File: src/sbpg_pkg.sv
`timescale 1ns / 1ps

package sbpg_pkg;

    // Field widths.
    localparam int WordW  = 64;
    localparam int PairW  = 7;
    localparam int IdxW   = 8;
    localparam int HalfW  = 32;
    localparam int KeepN  = 5;

    // MT19937-64 constants.
    localparam logic [WordW-1:0] MtMult   = 64'd6364136223846793005;
    localparam logic [WordW-1:0] MtMatrix = 64'hB502_6F5A_A966_19E9;
    localparam logic [WordW-1:0] MtUpper  = 64'hFFFF_FFFF_8000_0000;
    localparam logic [WordW-1:0] MtLower  = 64'h0000_0000_7FFF_FFFF;

    // Seeding indexes of the words that the first two draws depend on.
    localparam logic [IdxW-1:0] IdxFirst = 8'd1;
    localparam logic [IdxW-1:0] IdxKeep1 = 8'd1;
    localparam logic [IdxW-1:0] IdxKeep2 = 8'd2;
    localparam logic [IdxW-1:0] IdxKeepM = 8'd156;
    localparam logic [IdxW-1:0] IdxLast  = 8'd157;

    // Slots of the kept word store.
    localparam logic [2:0] KwSeed  = 3'd0;
    localparam logic [2:0] KwOne   = 3'd1;
    localparam logic [2:0] KwTwo   = 3'd2;
    localparam logic [2:0] KwMid   = 3'd3;
    localparam logic [2:0] KwMidP1 = 3'd4;

    typedef enum logic [1:0] {
        CORE_IDLE,
        CORE_SEED,
        CORE_DRAW_A,
        CORE_DRAW_B
    } t_core_state;

    typedef enum logic [1:0] {
        MUL_LOW,
        MUL_CROSS_A,
        MUL_CROSS_B
    } t_mul_phase;

    typedef enum logic [1:0] {
        TOP_IDLE,
        TOP_WAIT,
        TOP_EMIT
    } t_top_state;

    // Request from the top level to the generator core.
    typedef struct packed {
        logic             start;
        logic [WordW-1:0] seed;
    } t_seed_req;

    // Result of the generator core: both tempered draws and a done strobe.
    typedef struct packed {
        logic             done;
        logic [WordW-1:0] draw_a;
        logic [WordW-1:0] draw_b;
    } t_draws;

    function automatic logic [WordW-1:0] temper(input logic [WordW-1:0] y_in);
        logic [WordW-1:0] y;
        y = y_in;
        y = y ^ ((y >> 29) & 64'h5555_5555_5555_5555);
        y = y ^ ((y << 17) & 64'h71D6_7FFF_EDA6_0000);
        y = y ^ ((y << 37) & 64'hFFF7_EEE0_0000_0000);
        y = y ^ (y >> 43);
        return y;
    endfunction

    function automatic logic [WordW-1:0] twist(input logic [WordW-1:0] cur,
                                               input logic [WordW-1:0] nxt,
                                               input logic [WordW-1:0] far);
        logic [WordW-1:0] x;
        logic [WordW-1:0] xa;
        x  = (cur & MtUpper) | (nxt & MtLower);
        xa = x >> 1;
        if (x[0]) begin
            xa = xa ^ MtMatrix;
        end
        return far ^ xa;
    endfunction

endpackage

File: src/sbpg_if.sv
`timescale 1ns / 1ps

// Input channel: one seed and mode per transaction.
interface sbpg_in_if;
    logic        valid;
    logic        ready;
    logic [63:0] seed;
    logic        opcode;

    modport source (output valid, output seed, output opcode, input ready);
    modport sink   (input valid, input seed, input opcode, output ready);
endinterface

// Output channel: one word pair per transaction.
interface sbpg_out_if;
    logic        valid;
    logic        ready;
    logic [63:0] first_word;
    logic [63:0] second_word;
    logic        last;

    modport source (output valid, output first_word, output second_word, output last,
                    input ready);
    modport sink   (input valid, input first_word, input second_word, input last,
                    output ready);
endinterface

File: src/sbpg_core.sv
`timescale 1ns / 1ps

module sbpg_core import sbpg_pkg::*; (
    input  logic      i_clk,
    input  logic      i_rst_n,
    input  t_seed_req i_req,
    output t_draws    o_draws
);

    t_core_state r_state, n_state;
    t_mul_phase  r_phase, n_phase;
    logic [IdxW-1:0]  r_idx;
    logic [WordW-1:0] r_chain;
    logic [WordW-1:0] r_p0;
    logic [HalfW-1:0] r_cross;
    logic [WordW-1:0] r_kw [KeepN];
    logic [WordW-1:0] r_a;
    logic [WordW-1:0] r_b;
    logic             r_done;

    logic [WordW-1:0] w_x;
    logic [HalfW-1:0] w_mul_a;
    logic [HalfW-1:0] w_mul_b;
    logic [WordW-1:0] w_prod;
    logic [HalfW:0]   w_lo;
    logic [HalfW-1:0] w_hi;
    logic [WordW-1:0] w_chain_next;
    logic [WordW-1:0] w_cur, w_nxt, w_far;
    logic [WordW-1:0] w_draw;
    logic             w_seed_step;
    logic             w_step_end;
    logic             w_take_a;
    logic             w_take_b;

    // Recurrence input: chain ^ (chain >> 62).
    assign w_x = r_chain ^ (r_chain >> 62);

    // Shared 32x32 multiplier; its operands rotate over the three phases of a step.
    always_comb begin
        unique case (r_phase)
            MUL_LOW: begin
                w_mul_a = w_x[HalfW-1:0];
                w_mul_b = MtMult[HalfW-1:0];
            end
            MUL_CROSS_A: begin
                w_mul_a = w_x[HalfW-1:0];
                w_mul_b = MtMult[WordW-1:HalfW];
            end
            MUL_CROSS_B: begin
                w_mul_a = w_x[WordW-1:HalfW];
                w_mul_b = MtMult[HalfW-1:0];
            end
            default: begin
                w_mul_a = w_x[HalfW-1:0];
                w_mul_b = MtMult[HalfW-1:0];
            end
        endcase
    end

    assign w_prod = {{HalfW{1'b0}}, w_mul_a} * {{HalfW{1'b0}}, w_mul_b};

    // Final assembly of the step: low product, both cross terms in the upper half, plus index.
    assign w_lo = {1'b0, r_p0[HalfW-1:0]} + {{(HalfW + 1 - IdxW){1'b0}}, r_idx};
    assign w_hi = r_p0[WordW-1:HalfW] + r_cross + w_prod[HalfW-1:0]
                  + {{(HalfW - 1){1'b0}}, w_lo[HalfW]};
    assign w_chain_next = {w_hi, w_lo[HalfW-1:0]};

    // Shared twist and temper unit, used once for each draw.
    always_comb begin
        if (r_state == CORE_DRAW_B) begin
            w_cur = r_kw[KwOne];
            w_nxt = r_kw[KwTwo];
            w_far = r_kw[KwMidP1];
        end else begin
            w_cur = r_kw[KwSeed];
            w_nxt = r_kw[KwOne];
            w_far = r_kw[KwMid];
        end
    end

    assign w_draw = temper(twist(w_cur, w_nxt, w_far));

    // Next state of the sequencer.
    always_comb begin
        n_state = r_state;
        unique case (r_state)
            CORE_IDLE: begin
                if (i_req.start) begin
                    n_state = CORE_SEED;
                end
            end
            CORE_SEED: begin
                if (r_phase == MUL_CROSS_B && r_idx == IdxLast) begin
                    n_state = CORE_DRAW_A;
                end
            end
            CORE_DRAW_A: begin
                n_state = CORE_DRAW_B;
            end
            CORE_DRAW_B: begin
                n_state = CORE_IDLE;
            end
            default: begin
                n_state = CORE_IDLE;
            end
        endcase
    end

    // Sequencer outputs.
    always_comb begin
        w_seed_step = 1'b0;
        w_take_a    = 1'b0;
        w_take_b    = 1'b0;
        unique case (r_state)
            CORE_IDLE:   w_seed_step = 1'b0;
            CORE_SEED:   w_seed_step = 1'b1;
            CORE_DRAW_A: w_take_a    = 1'b1;
            CORE_DRAW_B: w_take_b    = 1'b1;
            default:     w_seed_step = 1'b0;
        endcase
    end

    assign w_step_end = w_seed_step && (r_phase == MUL_CROSS_B);

    // Phase rotation within a seeding step.
    always_comb begin
        n_phase = r_phase;
        if (w_seed_step) begin
            unique case (r_phase)
                MUL_LOW:     n_phase = MUL_CROSS_A;
                MUL_CROSS_A: n_phase = MUL_CROSS_B;
                MUL_CROSS_B: n_phase = MUL_LOW;
                default:     n_phase = MUL_LOW;
            endcase
        end else begin
            n_phase = MUL_LOW;
        end
    end

    // Control registers.
    always_ff @(posedge i_clk) begin
        if (!i_rst_n) begin
            r_state <= CORE_IDLE;
            r_phase <= MUL_LOW;
            r_idx   <= IdxFirst;
            r_done  <= 1'b0;
        end else begin
            r_state <= n_state;
            r_phase <= n_phase;
            r_done  <= w_take_b;
            if (r_state == CORE_IDLE && i_req.start) begin
                r_idx <= IdxFirst;
            end else if (w_step_end) begin
                r_idx <= r_idx + 8'd1;
            end
        end
    end

    // Datapath registers.
    always_ff @(posedge i_clk) begin
        if (r_state == CORE_IDLE && i_req.start) begin
            r_chain      <= i_req.seed;
            r_kw[KwSeed] <= i_req.seed;
        end
        if (w_seed_step && r_phase == MUL_LOW) begin
            r_p0 <= w_prod;
        end
        if (w_seed_step && r_phase == MUL_CROSS_A) begin
            r_cross <= w_prod[HalfW-1:0];
        end
        if (w_step_end) begin
            r_chain <= w_chain_next;
            if (r_idx == IdxKeep1) begin
                r_kw[KwOne] <= w_chain_next;
            end
            if (r_idx == IdxKeep2) begin
                r_kw[KwTwo] <= w_chain_next;
            end
            if (r_idx == IdxKeepM) begin
                r_kw[KwMid] <= w_chain_next;
            end
            if (r_idx == IdxLast) begin
                r_kw[KwMidP1] <= w_chain_next;
            end
        end
        if (w_take_a) begin
            r_a <= w_draw;
        end
        if (w_take_b) begin
            r_b <= w_draw;
        end
    end

    assign o_draws = '{done: r_done, draw_a: r_a, draw_b: r_b};

endmodule

File: src/seeded_block_pattern_generator_unit.sv
`timescale 1ns / 1ps
// Channel    | Dir | Handshake    | Payload
// i_in_ch    | in  | valid/ready  | seed[63:0], opcode
// o_out_ch   | out | valid/ready  | first_word[63:0], second_word[63:0], last
// i_cfg_*    | in  | write enable | i_cfg_wdata[6:0] = block_pairs
//
// A block runs 157 seeding steps, each a low product and two cross products on the one
// shared 32x32 multiplier, then a twist and temper for each of the two draws, which are
// registered before the first pair; then one pair per cycle while the output is not stalled.
// Input ready is high only between blocks; the last pair may still wait in the
// output register while the next block is seeded.
// Synchronous active-low reset; block_pairs resets to 64.

module seeded_block_pattern_generator_unit import sbpg_pkg::*; #(
    parameter int MAX_PAIRS = 64
) (
    input  logic              i_clk,
    input  logic              i_rst_n,
    sbpg_in_if.sink           i_in_ch,
    sbpg_out_if.source        o_out_ch,
    input  logic              i_cfg_we,
    input  logic [PairW-1:0]  i_cfg_wdata
);

    localparam logic [PairW-1:0] MaxPairs = PairW'(MAX_PAIRS);
    localparam logic [PairW-1:0] ResetPairs = 7'd64;

    t_top_state r_state, n_state;
    logic [PairW-1:0] r_block_pairs;
    logic [PairW-1:0] r_len;
    logic [PairW-1:0] r_pidx;
    logic             r_wrong;
    logic             r_zero_block;
    logic [WordW-1:0] r_first;
    logic [WordW-1:0] r_second;
    logic             r_out_valid;
    logic [WordW-1:0] r_out_first;
    logic [WordW-1:0] r_out_second;
    logic             r_out_last;

    t_seed_req        w_req;
    t_draws           w_draws;
    logic             w_in_ready;
    logic             w_accept;
    logic             w_load;
    logic             w_final;
    logic [PairW-1:0] w_len_sat;

    assign w_len_sat = (r_block_pairs > MaxPairs) ? MaxPairs : r_block_pairs;
    assign w_accept  = i_in_ch.valid && w_in_ready;
    assign w_load    = (r_state == TOP_EMIT) && (!r_out_valid || o_out_ch.ready);
    assign w_final   = (r_pidx + 7'd1) == r_len;

    sbpg_core u_core (
        .i_clk   (i_clk),
        .i_rst_n (i_rst_n),
        .i_req   (w_req),
        .o_draws (w_draws)
    );

    // Next state of the block sequencer.
    always_comb begin
        n_state = r_state;
        unique case (r_state)
            TOP_IDLE: begin
                if (w_accept) begin
                    n_state = TOP_WAIT;
                end
            end
            TOP_WAIT: begin
                if (w_draws.done) begin
                    n_state = (r_len == '0) ? TOP_IDLE : TOP_EMIT;
                end
            end
            TOP_EMIT: begin
                if (w_load && w_final) begin
                    n_state = TOP_IDLE;
                end
            end
            default: begin
                n_state = TOP_IDLE;
            end
        endcase
    end

    // Sequencer outputs.
    always_comb begin
        w_in_ready = 1'b0;
        unique case (r_state)
            TOP_IDLE: w_in_ready = 1'b1;
            TOP_WAIT: w_in_ready = 1'b0;
            TOP_EMIT: w_in_ready = 1'b0;
            default:  w_in_ready = 1'b0;
        endcase
    end

    assign w_req = '{start: w_accept, seed: i_in_ch.seed};

    // Control registers, configuration included.
    always_ff @(posedge i_clk) begin
        if (!i_rst_n) begin
            r_state       <= TOP_IDLE;
            r_block_pairs <= ResetPairs;
            r_out_valid   <= 1'b0;
        end else begin
            r_state <= n_state;
            if (i_cfg_we) begin
                r_block_pairs <= i_cfg_wdata;
            end
            if (w_load) begin
                r_out_valid <= 1'b1;
            end else if (o_out_ch.ready) begin
                r_out_valid <= 1'b0;
            end
        end
    end

    // Block parameters latched at the input transaction.
    always_ff @(posedge i_clk) begin
        if (w_accept) begin
            r_len        <= w_len_sat;
            r_wrong      <= i_in_ch.opcode;
            r_zero_block <= !i_in_ch.opcode && (i_in_ch.seed == '0);
        end
    end

    // Running words: the draws (adjusted for the wrong opcode) first, then one step per emitted pair.
    always_ff @(posedge i_clk) begin
        if (r_state == TOP_WAIT && w_draws.done) begin
            r_pidx <= '0;
            if (r_wrong) begin
                r_first  <= w_draws.draw_a - 64'd1;
                r_second <= w_draws.draw_b + 64'd1;
            end else begin
                r_first  <= w_draws.draw_a;
                r_second <= w_draws.draw_b;
            end
        end else if (w_load) begin
            r_pidx   <= r_pidx + 7'd1;
            r_first  <= r_first + 64'd1;
            r_second <= r_second - 64'd1;
        end
    end

    // Output register.
    always_ff @(posedge i_clk) begin
        if (w_load) begin
            r_out_first  <= r_zero_block ? '0 : r_first;
            r_out_second <= r_zero_block ? '0 : r_second;
            r_out_last   <= w_final;
        end
    end

    assign i_in_ch.ready        = w_in_ready;
    assign o_out_ch.valid       = r_out_valid;
    assign o_out_ch.first_word  = r_out_first;
    assign o_out_ch.second_word = r_out_second;
    assign o_out_ch.last        = r_out_last;

endmodule

File: src/flat_wrapper.sv
// flat-port wrapper written by rule: the top's interface ports become plain ports
module seeded_block_pattern_generator_unit_flat import sbpg_pkg::*;
#(
    parameter int MAX_PAIRS = 64
)
  (i_clk, i_rst_n, i_cfg_we, i_cfg_wdata, i_in_ch_valid, i_in_ch_seed, i_in_ch_opcode, i_in_ch_ready, o_out_ch_valid, o_out_ch_first_word, o_out_ch_second_word, o_out_ch_last, o_out_ch_ready);
  sbpg_in_if i_in_ch_i ();
  sbpg_out_if o_out_ch_i ();
  input  logic i_clk;
  input  logic i_rst_n;
  input  logic i_cfg_we;
  input  logic [PairW-1:0] i_cfg_wdata;
  input wire logic [$bits(i_in_ch_i.valid)-1:0] i_in_ch_valid;
  input wire logic [$bits(i_in_ch_i.seed)-1:0] i_in_ch_seed;
  input wire logic [$bits(i_in_ch_i.opcode)-1:0] i_in_ch_opcode;
  output wire logic [$bits(i_in_ch_i.ready)-1:0] i_in_ch_ready;
  output wire logic [$bits(o_out_ch_i.valid)-1:0] o_out_ch_valid;
  output wire logic [$bits(o_out_ch_i.first_word)-1:0] o_out_ch_first_word;
  output wire logic [$bits(o_out_ch_i.second_word)-1:0] o_out_ch_second_word;
  output wire logic [$bits(o_out_ch_i.last)-1:0] o_out_ch_last;
  input wire logic [$bits(o_out_ch_i.ready)-1:0] o_out_ch_ready;
  assign i_in_ch_i.valid = i_in_ch_valid;
  assign i_in_ch_i.seed = i_in_ch_seed;
  assign i_in_ch_i.opcode = i_in_ch_opcode;
  assign i_in_ch_ready = i_in_ch_i.ready;
  assign o_out_ch_valid = o_out_ch_i.valid;
  assign o_out_ch_first_word = o_out_ch_i.first_word;
  assign o_out_ch_second_word = o_out_ch_i.second_word;
  assign o_out_ch_last = o_out_ch_i.last;
  assign o_out_ch_i.ready = o_out_ch_ready;
  seeded_block_pattern_generator_unit #(.MAX_PAIRS(MAX_PAIRS)) u_core (.i_clk(i_clk), .i_rst_n(i_rst_n), .i_in_ch(i_in_ch_i), .o_out_ch(o_out_ch_i), .i_cfg_we(i_cfg_we), .i_cfg_wdata(i_cfg_wdata));
endmodule
File: config.mk
export PLATFORM = sky130hd
export DESIGN_NAME = seeded_block_pattern_generator_unit_flat
export DESIGN_NICKNAME = d
export VERILOG_FILES = /design/src/sbpg_pkg.sv /design/src/sbpg_if.sv /design/src/sbpg_core.sv /design/src/seeded_block_pattern_generator_unit.sv /design/src/flat_wrapper.sv
export SDC_FILE = /design/constraint.sdc
export NUM_CORES = 2
export LEC_CHECK = 0
export ABC_AREA = 1
export BUFFER_PORTS_ARGS = -buffer_cell sky130_fd_sc_hd__buf_4
export CORE_MARGIN = 3
export CORE_UTILIZATION = 60
export CTS_BUF_LIST = sky130_fd_sc_hd__clkbuf_16
export DETAILED_ROUTE_END_ITERATION = 8
export PLACE_DENSITY = 0.77
export SLEW_MARGIN = 20
export SYNTH_ARGS = -nofsm -noshare
export SYNTH_HDL_FRONTEND = slang
export SYNTH_SLANG_ARGS = --single-unit
File: constraint.sdc
create_clock -name i_clk -period 11.1 [get_ports i_clk]
set_input_delay 2.22 -clock i_clk [delete_from_list [all_inputs] [get_ports i_clk]]
set_output_delay 2.22 -clock i_clk [all_outputs]
set_load 0.005 [all_outputs]
Word level (Yosys, flattened, before mapping)

Memories as Yosys holds them, arrays and structs flattened.
Cells that the tools add are included.

Flip-flop bits (word level): 584
Memories: 1
Input bits: 77
Memory bits (writable): 320
Logic and storage cells: 143
Output and inout port bits: 131

Memories:

| memory             | words | bits a word | rd ports | clocked after memory_dff | write ports | RTL line        | source |
|---|---|---|---|---|---|---|---|
| u_core.u_core.r_kw | 5     | 64          | 5        | 0                        | 1           | sbpg_core.sv:16 | `logic [WordW-1:0] r_kw [KeepN];` |

$add $sub $neg: 10
Reductions and logical operators: 29
Magnitude comparators: 1
Bitwise operators: 9
Muxes and demuxes: 54
Multipliers: 1
Equal/unequal tests: 17

Operators by type and width:

| cell                                                                  | count |
|---|---|
| 64-bit 2-to-1 mux                                                     | 15 |
| 64-bit OR reduction                                                   | 4 |
| 64-bit by 1-bit adder with 64-bit output (second input constant)      | 2 |
| 64-bit by 1-bit subtractor with 64-bit output (second input constant) | 2 |
| 64-bit bitwise XOR                                                    | 2 |
| 32-bit adder                                                          | 2 |
| 64-bit zero test                                                      | 1 |
| 32-bit by 32-bit multiplier with 64-bit output                        | 1 |
| 64-bit by 31-bit OR with 64-bit output                                | 1 |
| 64-bit by 2-bit bitwise XOR with 64-bit output                        | 1 |
| 64-bit by 21-bit bitwise XOR with 64-bit output                       | 1 |
| 64-bit by 35-bit bitwise XOR with 64-bit output                       | 1 |
| 64-bit by 63-bit bitwise XOR with 64-bit output                       | 1 |
| 32-bit by 8-bit adder with 33-bit output                              | 1 |
| 32-bit by 1-bit adder with 32-bit output                              | 1 |
| 32-bit 2-to-1 mux                                                     | 1 |
| 31-bit NOT with 32-bit output                                         | 1 |
| 31-bit 2-to-1 mux                                                     | 1 |
| 29-bit 2-to-1 mux                                                     | 1 |
| 1-bit 2-to-1 mux                                                      | 24 |
| 8-bit == test (second input constant)                                 | 2 |
| 3-bit 2-to-1 mux                                                      | 4 |
| 1-bit logical AND                                                     | 10 |
| 2-bit 2-to-1 mux                                                      | 5 |
| other kinds (22)                                                      | 36 |

Depth between registers and ports, before layout

Word-level depth: 10
Depth in mapped cells: 47
Mapped depth without buffers: 47

Modules after synthesis

A second synthesis with hierarchy kept.

Cells, all modules: 7,373
Area total of the unflattened synthesis: 68,253.0 um^2

By module, submodules not included:

| module                              | area an instance (um^2) | cells an instance | times used | seq. area each (um^2) |
|---|---|---|---|---|
| sbpg_core                           | 48,423.9                | 4,582             | 1          | 16,595.9 |
| seeded_block_pattern_generator_unit | 19,829.0                | 2,791             | 1          | 8,328.0 |

Worst setup path after synthesis

OpenSTA, ideal clock, no wires.

Path kind: reg-to-reg
From: register u_core.u_core.r_phase[1]
To: memory u_core.u_core.r_kw[1][63], in the netlist u_core.u_core.r_kw[0][127], data pin
Buffers on the path: 1
Period minus slack after synthesis: 9.569 ns
Required time: 10.839 ns
Data arrival time: 9.309 ns
Setup time: 0.261 ns
Slack: 1.531 ns
Cell stages (with the launch flop): 42
Cell sequence: dfxtp_1 inv_1 nor2_2 inv_2 buf_2 o21ai_0 inv_1 nor2_1 inv_1 fa_1 inv_1 fa_1 fa_1 inv_1 fa_1 inv_1 fa_1 inv_1 [6 not listed] ha_1 nand2_1 nor2_1 inv_1 nor2_1 nand3_1 nand3_1 xor2_1 fa_1 ha_1 inv_1 nor3_1 nand2_1 nor3_1 nand2_1 nand3_1 nand3_1 and2_1

Word-level cells in the longest chain between the ends: 9

RTL lines:

| item                                                                             | RTL line         | source |
|---|---|---|
| start, declared                                                                  | sbpg_core.sv:11  | `t_mul_phase r_phase, n_phase;` |
| start signal, assigned                                                           | sbpg_core.sv:149 | `r_phase <= n_phase;` |
| 2-bit == test / 2-bit by 1-bit == test with 1-bit output (equally long branches) | sbpg_core.sv:40  | `unique case (r_phase)` |
| 32-bit 2-to-1 mux / 29-bit 2-to-1 mux (equally long branches)                    | sbpg_core.sv:40  |  |
| 32-bit by 32-bit multiplier with 64-bit output (*)                               | sbpg_core.sv:60  | `assign w_prod = {{HalfW{1'b0}}, w_mul_a} * {{HalfW{1'b0}}, w_mul_b};` |
| net u_core.u_core.w_prod[30]                                                     | sbpg_core.sv:24  | `logic [WordW-1:0] w_prod;` |
| 32-bit adder (*)                                                                 | sbpg_core.sv:64  | `assign w_hi = r_p0[WordW-1:HalfW] + r_cross + w_prod[HalfW-1:0]` |
| 32-bit by 1-bit adder with 32-bit output (*)                                     | sbpg_core.sv:65  | `+ {{(HalfW - 1){1'b0}}, w_lo[HalfW]};` |
| net u_core.u_core.w_hi[31]                                                       | sbpg_core.sv:26  | `logic [HalfW-1:0] w_hi;` |
| 64-bit 2-to-1 mux (no line) (3 in a row)                                         | n/a              |  |
| 64-bit 2-to-1 mux (no line) (*)                                                  | n/a              |  |
| end, declared                                                                    | sbpg_core.sv:16  |  |

Mark *: on every way through the listed nets, which the timed path passes. The rest lies on a longest branch.

Worst setup path after layout

From: register u_core.u_core.r_phase[1]
To: memory u_core.u_core.r_kw[3][63], in the netlist u_core.u_core.r_kw[0][255], data pin

Same word-level chain as after synthesis.

==> qor.yml <==
critPathSlowestCell: "inv_1"
max_stage_delay_ps: 630
post_cts_buffers: 0
hp-start: "u_core.r_block_pairs[2]"
netlist_instances: 6954
clock_skew_ps: 48.25
io_buffers: 207
crit_top_cell: "fa_1"
critPathCaptureType: "register"
grt_antenna_before_repair: 1
yosysWarnings: 0
yosys-top-cells-area: "edfxtp_1, fa_1, ha_1"
multi_input_area_um2: 36770
min_delay_worst_endpoint: "u_core.r_block_pairs[2]"
dpl_worst_slack_ps: 535.0
critPathRequiredTime_ps: 11510
yosysTopAreaCellShare: 0.3643
start_util: 0.6091
synth_cell_type_count: 66
crit_fanout: 38
fmax_ghz: 0.09371
worstRegToRegCells: 34
synth_edf_count: 810
syn_area_um2: 66760
place_congestion: 1.057
layout.nets: 8399
grt_remaining_overflow: 0
antenna_left: 0
clockRootBuffer: "clkbuf_16"
crit_buf_inv: 9
cts-htree-levels: 3
final_common_cell: "inv_1"
hold_depth: 2
die_h_um: 339.6
clk_pin_slew_ps: 60
first_pass_iters: 6
ys_seq_elements: 840
hold_viol_final: 0
layout_common_cells: "inv_1, nand2_1, edfxtp_1"
core_um2: 109600
hold_ws_ps: 480.7
grt_setup_unrepaired: "false"
fillers: 8827
clockBufferDepth: 3
synth_flop_cell: "edfxtp_1"
drive_gt1_frac: 0.07771
critical_path.top_delay_family: "adder cells"
cts_tree: "yes"
first_iter_violations: 5214
wl_per_cell_um: 24.36
drc: 0
ys_seq_area_frac: 0.3733
startpoint_type: "register"
grt_pass1_wl_um: 316000
relSlewSlack: 0.1978
areaGrowthSynthToFinish_pct: 10.02
crit_type: "register to register"
track_usage: 0.3713
grt_max_degree: 90
synth_largest_area_cell: "edfxtp_1"
routed_wl_um: 214300
vias: 50490
die_area_um2: 115300
hpwlAfterDp_um: 177200
final_area_um2: 73450
die_w_um: 339.6
reg2reg_to: "u_core.u_core.r_kw[0][255]"
finalCriticalPeriod_ps: 10670
setup_ws_ps: 428.3
vias_per_cell: 5.738
slew_violations: 0
arrival_ps: 11080
ff_latch_area_um2: 24920
rows: 121
ys_async_sr_fraction: 0
first_global_vias: 50140
hp-class: "register to register"
r2r_start: "u_core.u_core.r_phase[1]"
io_pins: 208
syn_area_per_cell_um2: 9.600
setup_viol: 0
placed_area_um2: 70340
rrSetupSlack_ps: 430
status: "finished, final reports clean"
fin_setup_tns_ps: 0
cap_violations: 0
post-route-period-util: 0.9614
worst_pin_slew_ps: 1195
cts_inserted_buffers: 90
clock-sinks: 840
worstSkewPairLatency_ps: 700
cell families (layout without fill, tap and decap cells):
kind of cell	count (synthesis)	in the layout	share of synthesized area
flip-flops	840	840	0.3733
adder cells (fa/ha/maj)	1074	1074	0.2664
other	2	32	0.0001125
multiplexers	11	11	0.002324
AND/OR/NAND/NOR	2606	2606	0.1647
XOR/XNOR	477	477	0.06687
buffers and inverters	1372	1711	0.07894
AO/OA/AOI/OAI	572	572	0.04734
registers in the layout, summed over array words and instances, names as in the netlist, 32 cells and up:
name,flops
u_core.o_out_ch.first_word,64
u_core.u_core.r_kw,256
u_core.o_out_ch.second_word,64
u_core.u_core.r_cross,32
u_core.u_core.r_a,64
u_core.u_core.r_p0,64
u_core.r_first,64
u_core.u_core.r_chain,64
u_core.u_core.r_b,64
u_core.r_second,64
area by class of cell:
cell class	instances	share of cell area
timing repair buffer	266	0.02719
antenna	1	0.00003407
sequential	840	0.3393
clock inverter	76	0.01162
inverter	1279	0.06550
clock buffer	90	0.03066
multi-input combinational	4771	0.5005
tap	1476	0.02514
repair_timing:
action | in CTS | in global routing
setup endpoints to repair | 0 | 23
resized for setup | 0 | 3
endpoints found under the hold margin | 0 | 0
hold buffers | 0 | 0
synth_stat cells, drive strengths merged, types with 13 or more instances:
cell    count
a21o       13
a21oi     202
a31oi      19
buf        30
clkbuf     63
dfxtp      30
edfxtp    810
fa        579
ha        495
inv      1278
nand2    1253
nand3     250
nand3b     15
nand4      83
nor2      780
nor3      111
nor4       54
o21ai     267
o21bai     30
or2        43
xnor2     137
xor2      338
per-stage QoR:
stage               std cells    util
floorplan                6983       -
global placement         8632  0.6417
detailed placement       8632  0.6417
CTS                      8798  0.6700
global route             8798  0.6701
finish                   8799  0.6701
layer usage:
layer  up-vias  track usage  part of all wire
li1      22870            -                 -
met1     24410       0.4731              0.38
met2      2631       0.5974              0.47
met3       572      0.06386             0.086
met4         0       0.2236             0.073
met5         -            0                 0
tightest hold or removal path, delay by kind of cell, from the launching register on:
kind            cells  cell delay (ps)
buf+inv             1               70
compound gates      1               60
flops               1              310
worst max-delay path by stage:
stage,start,end,slack (ps),cells after the start
final,u_core.u_core.r_phase[1],u_core.u_core.r_kw[0][255],430,34
after global routing,u_core.u_core.r_phase[0],u_core.u_core.r_kw[0][254],40,35
after CTS,u_core.u_core.r_phase[1],u_core.u_core.r_chain[57],460,36
after detailed placement,u_core.u_core.r_phase[1],u_core.u_core.r_chain[57],530,36
after global placement,u_core.u_core.r_phase[1],u_core.u_core.r_chain[57],760,36
after floorplan,u_core.u_core.r_phase[1],u_core.u_core.r_kw[0][127],1530,41
Power is left out: the tool's default activity adds up to more than one toggle a clock period on the data nets, which glitch-free logic cannot reach.
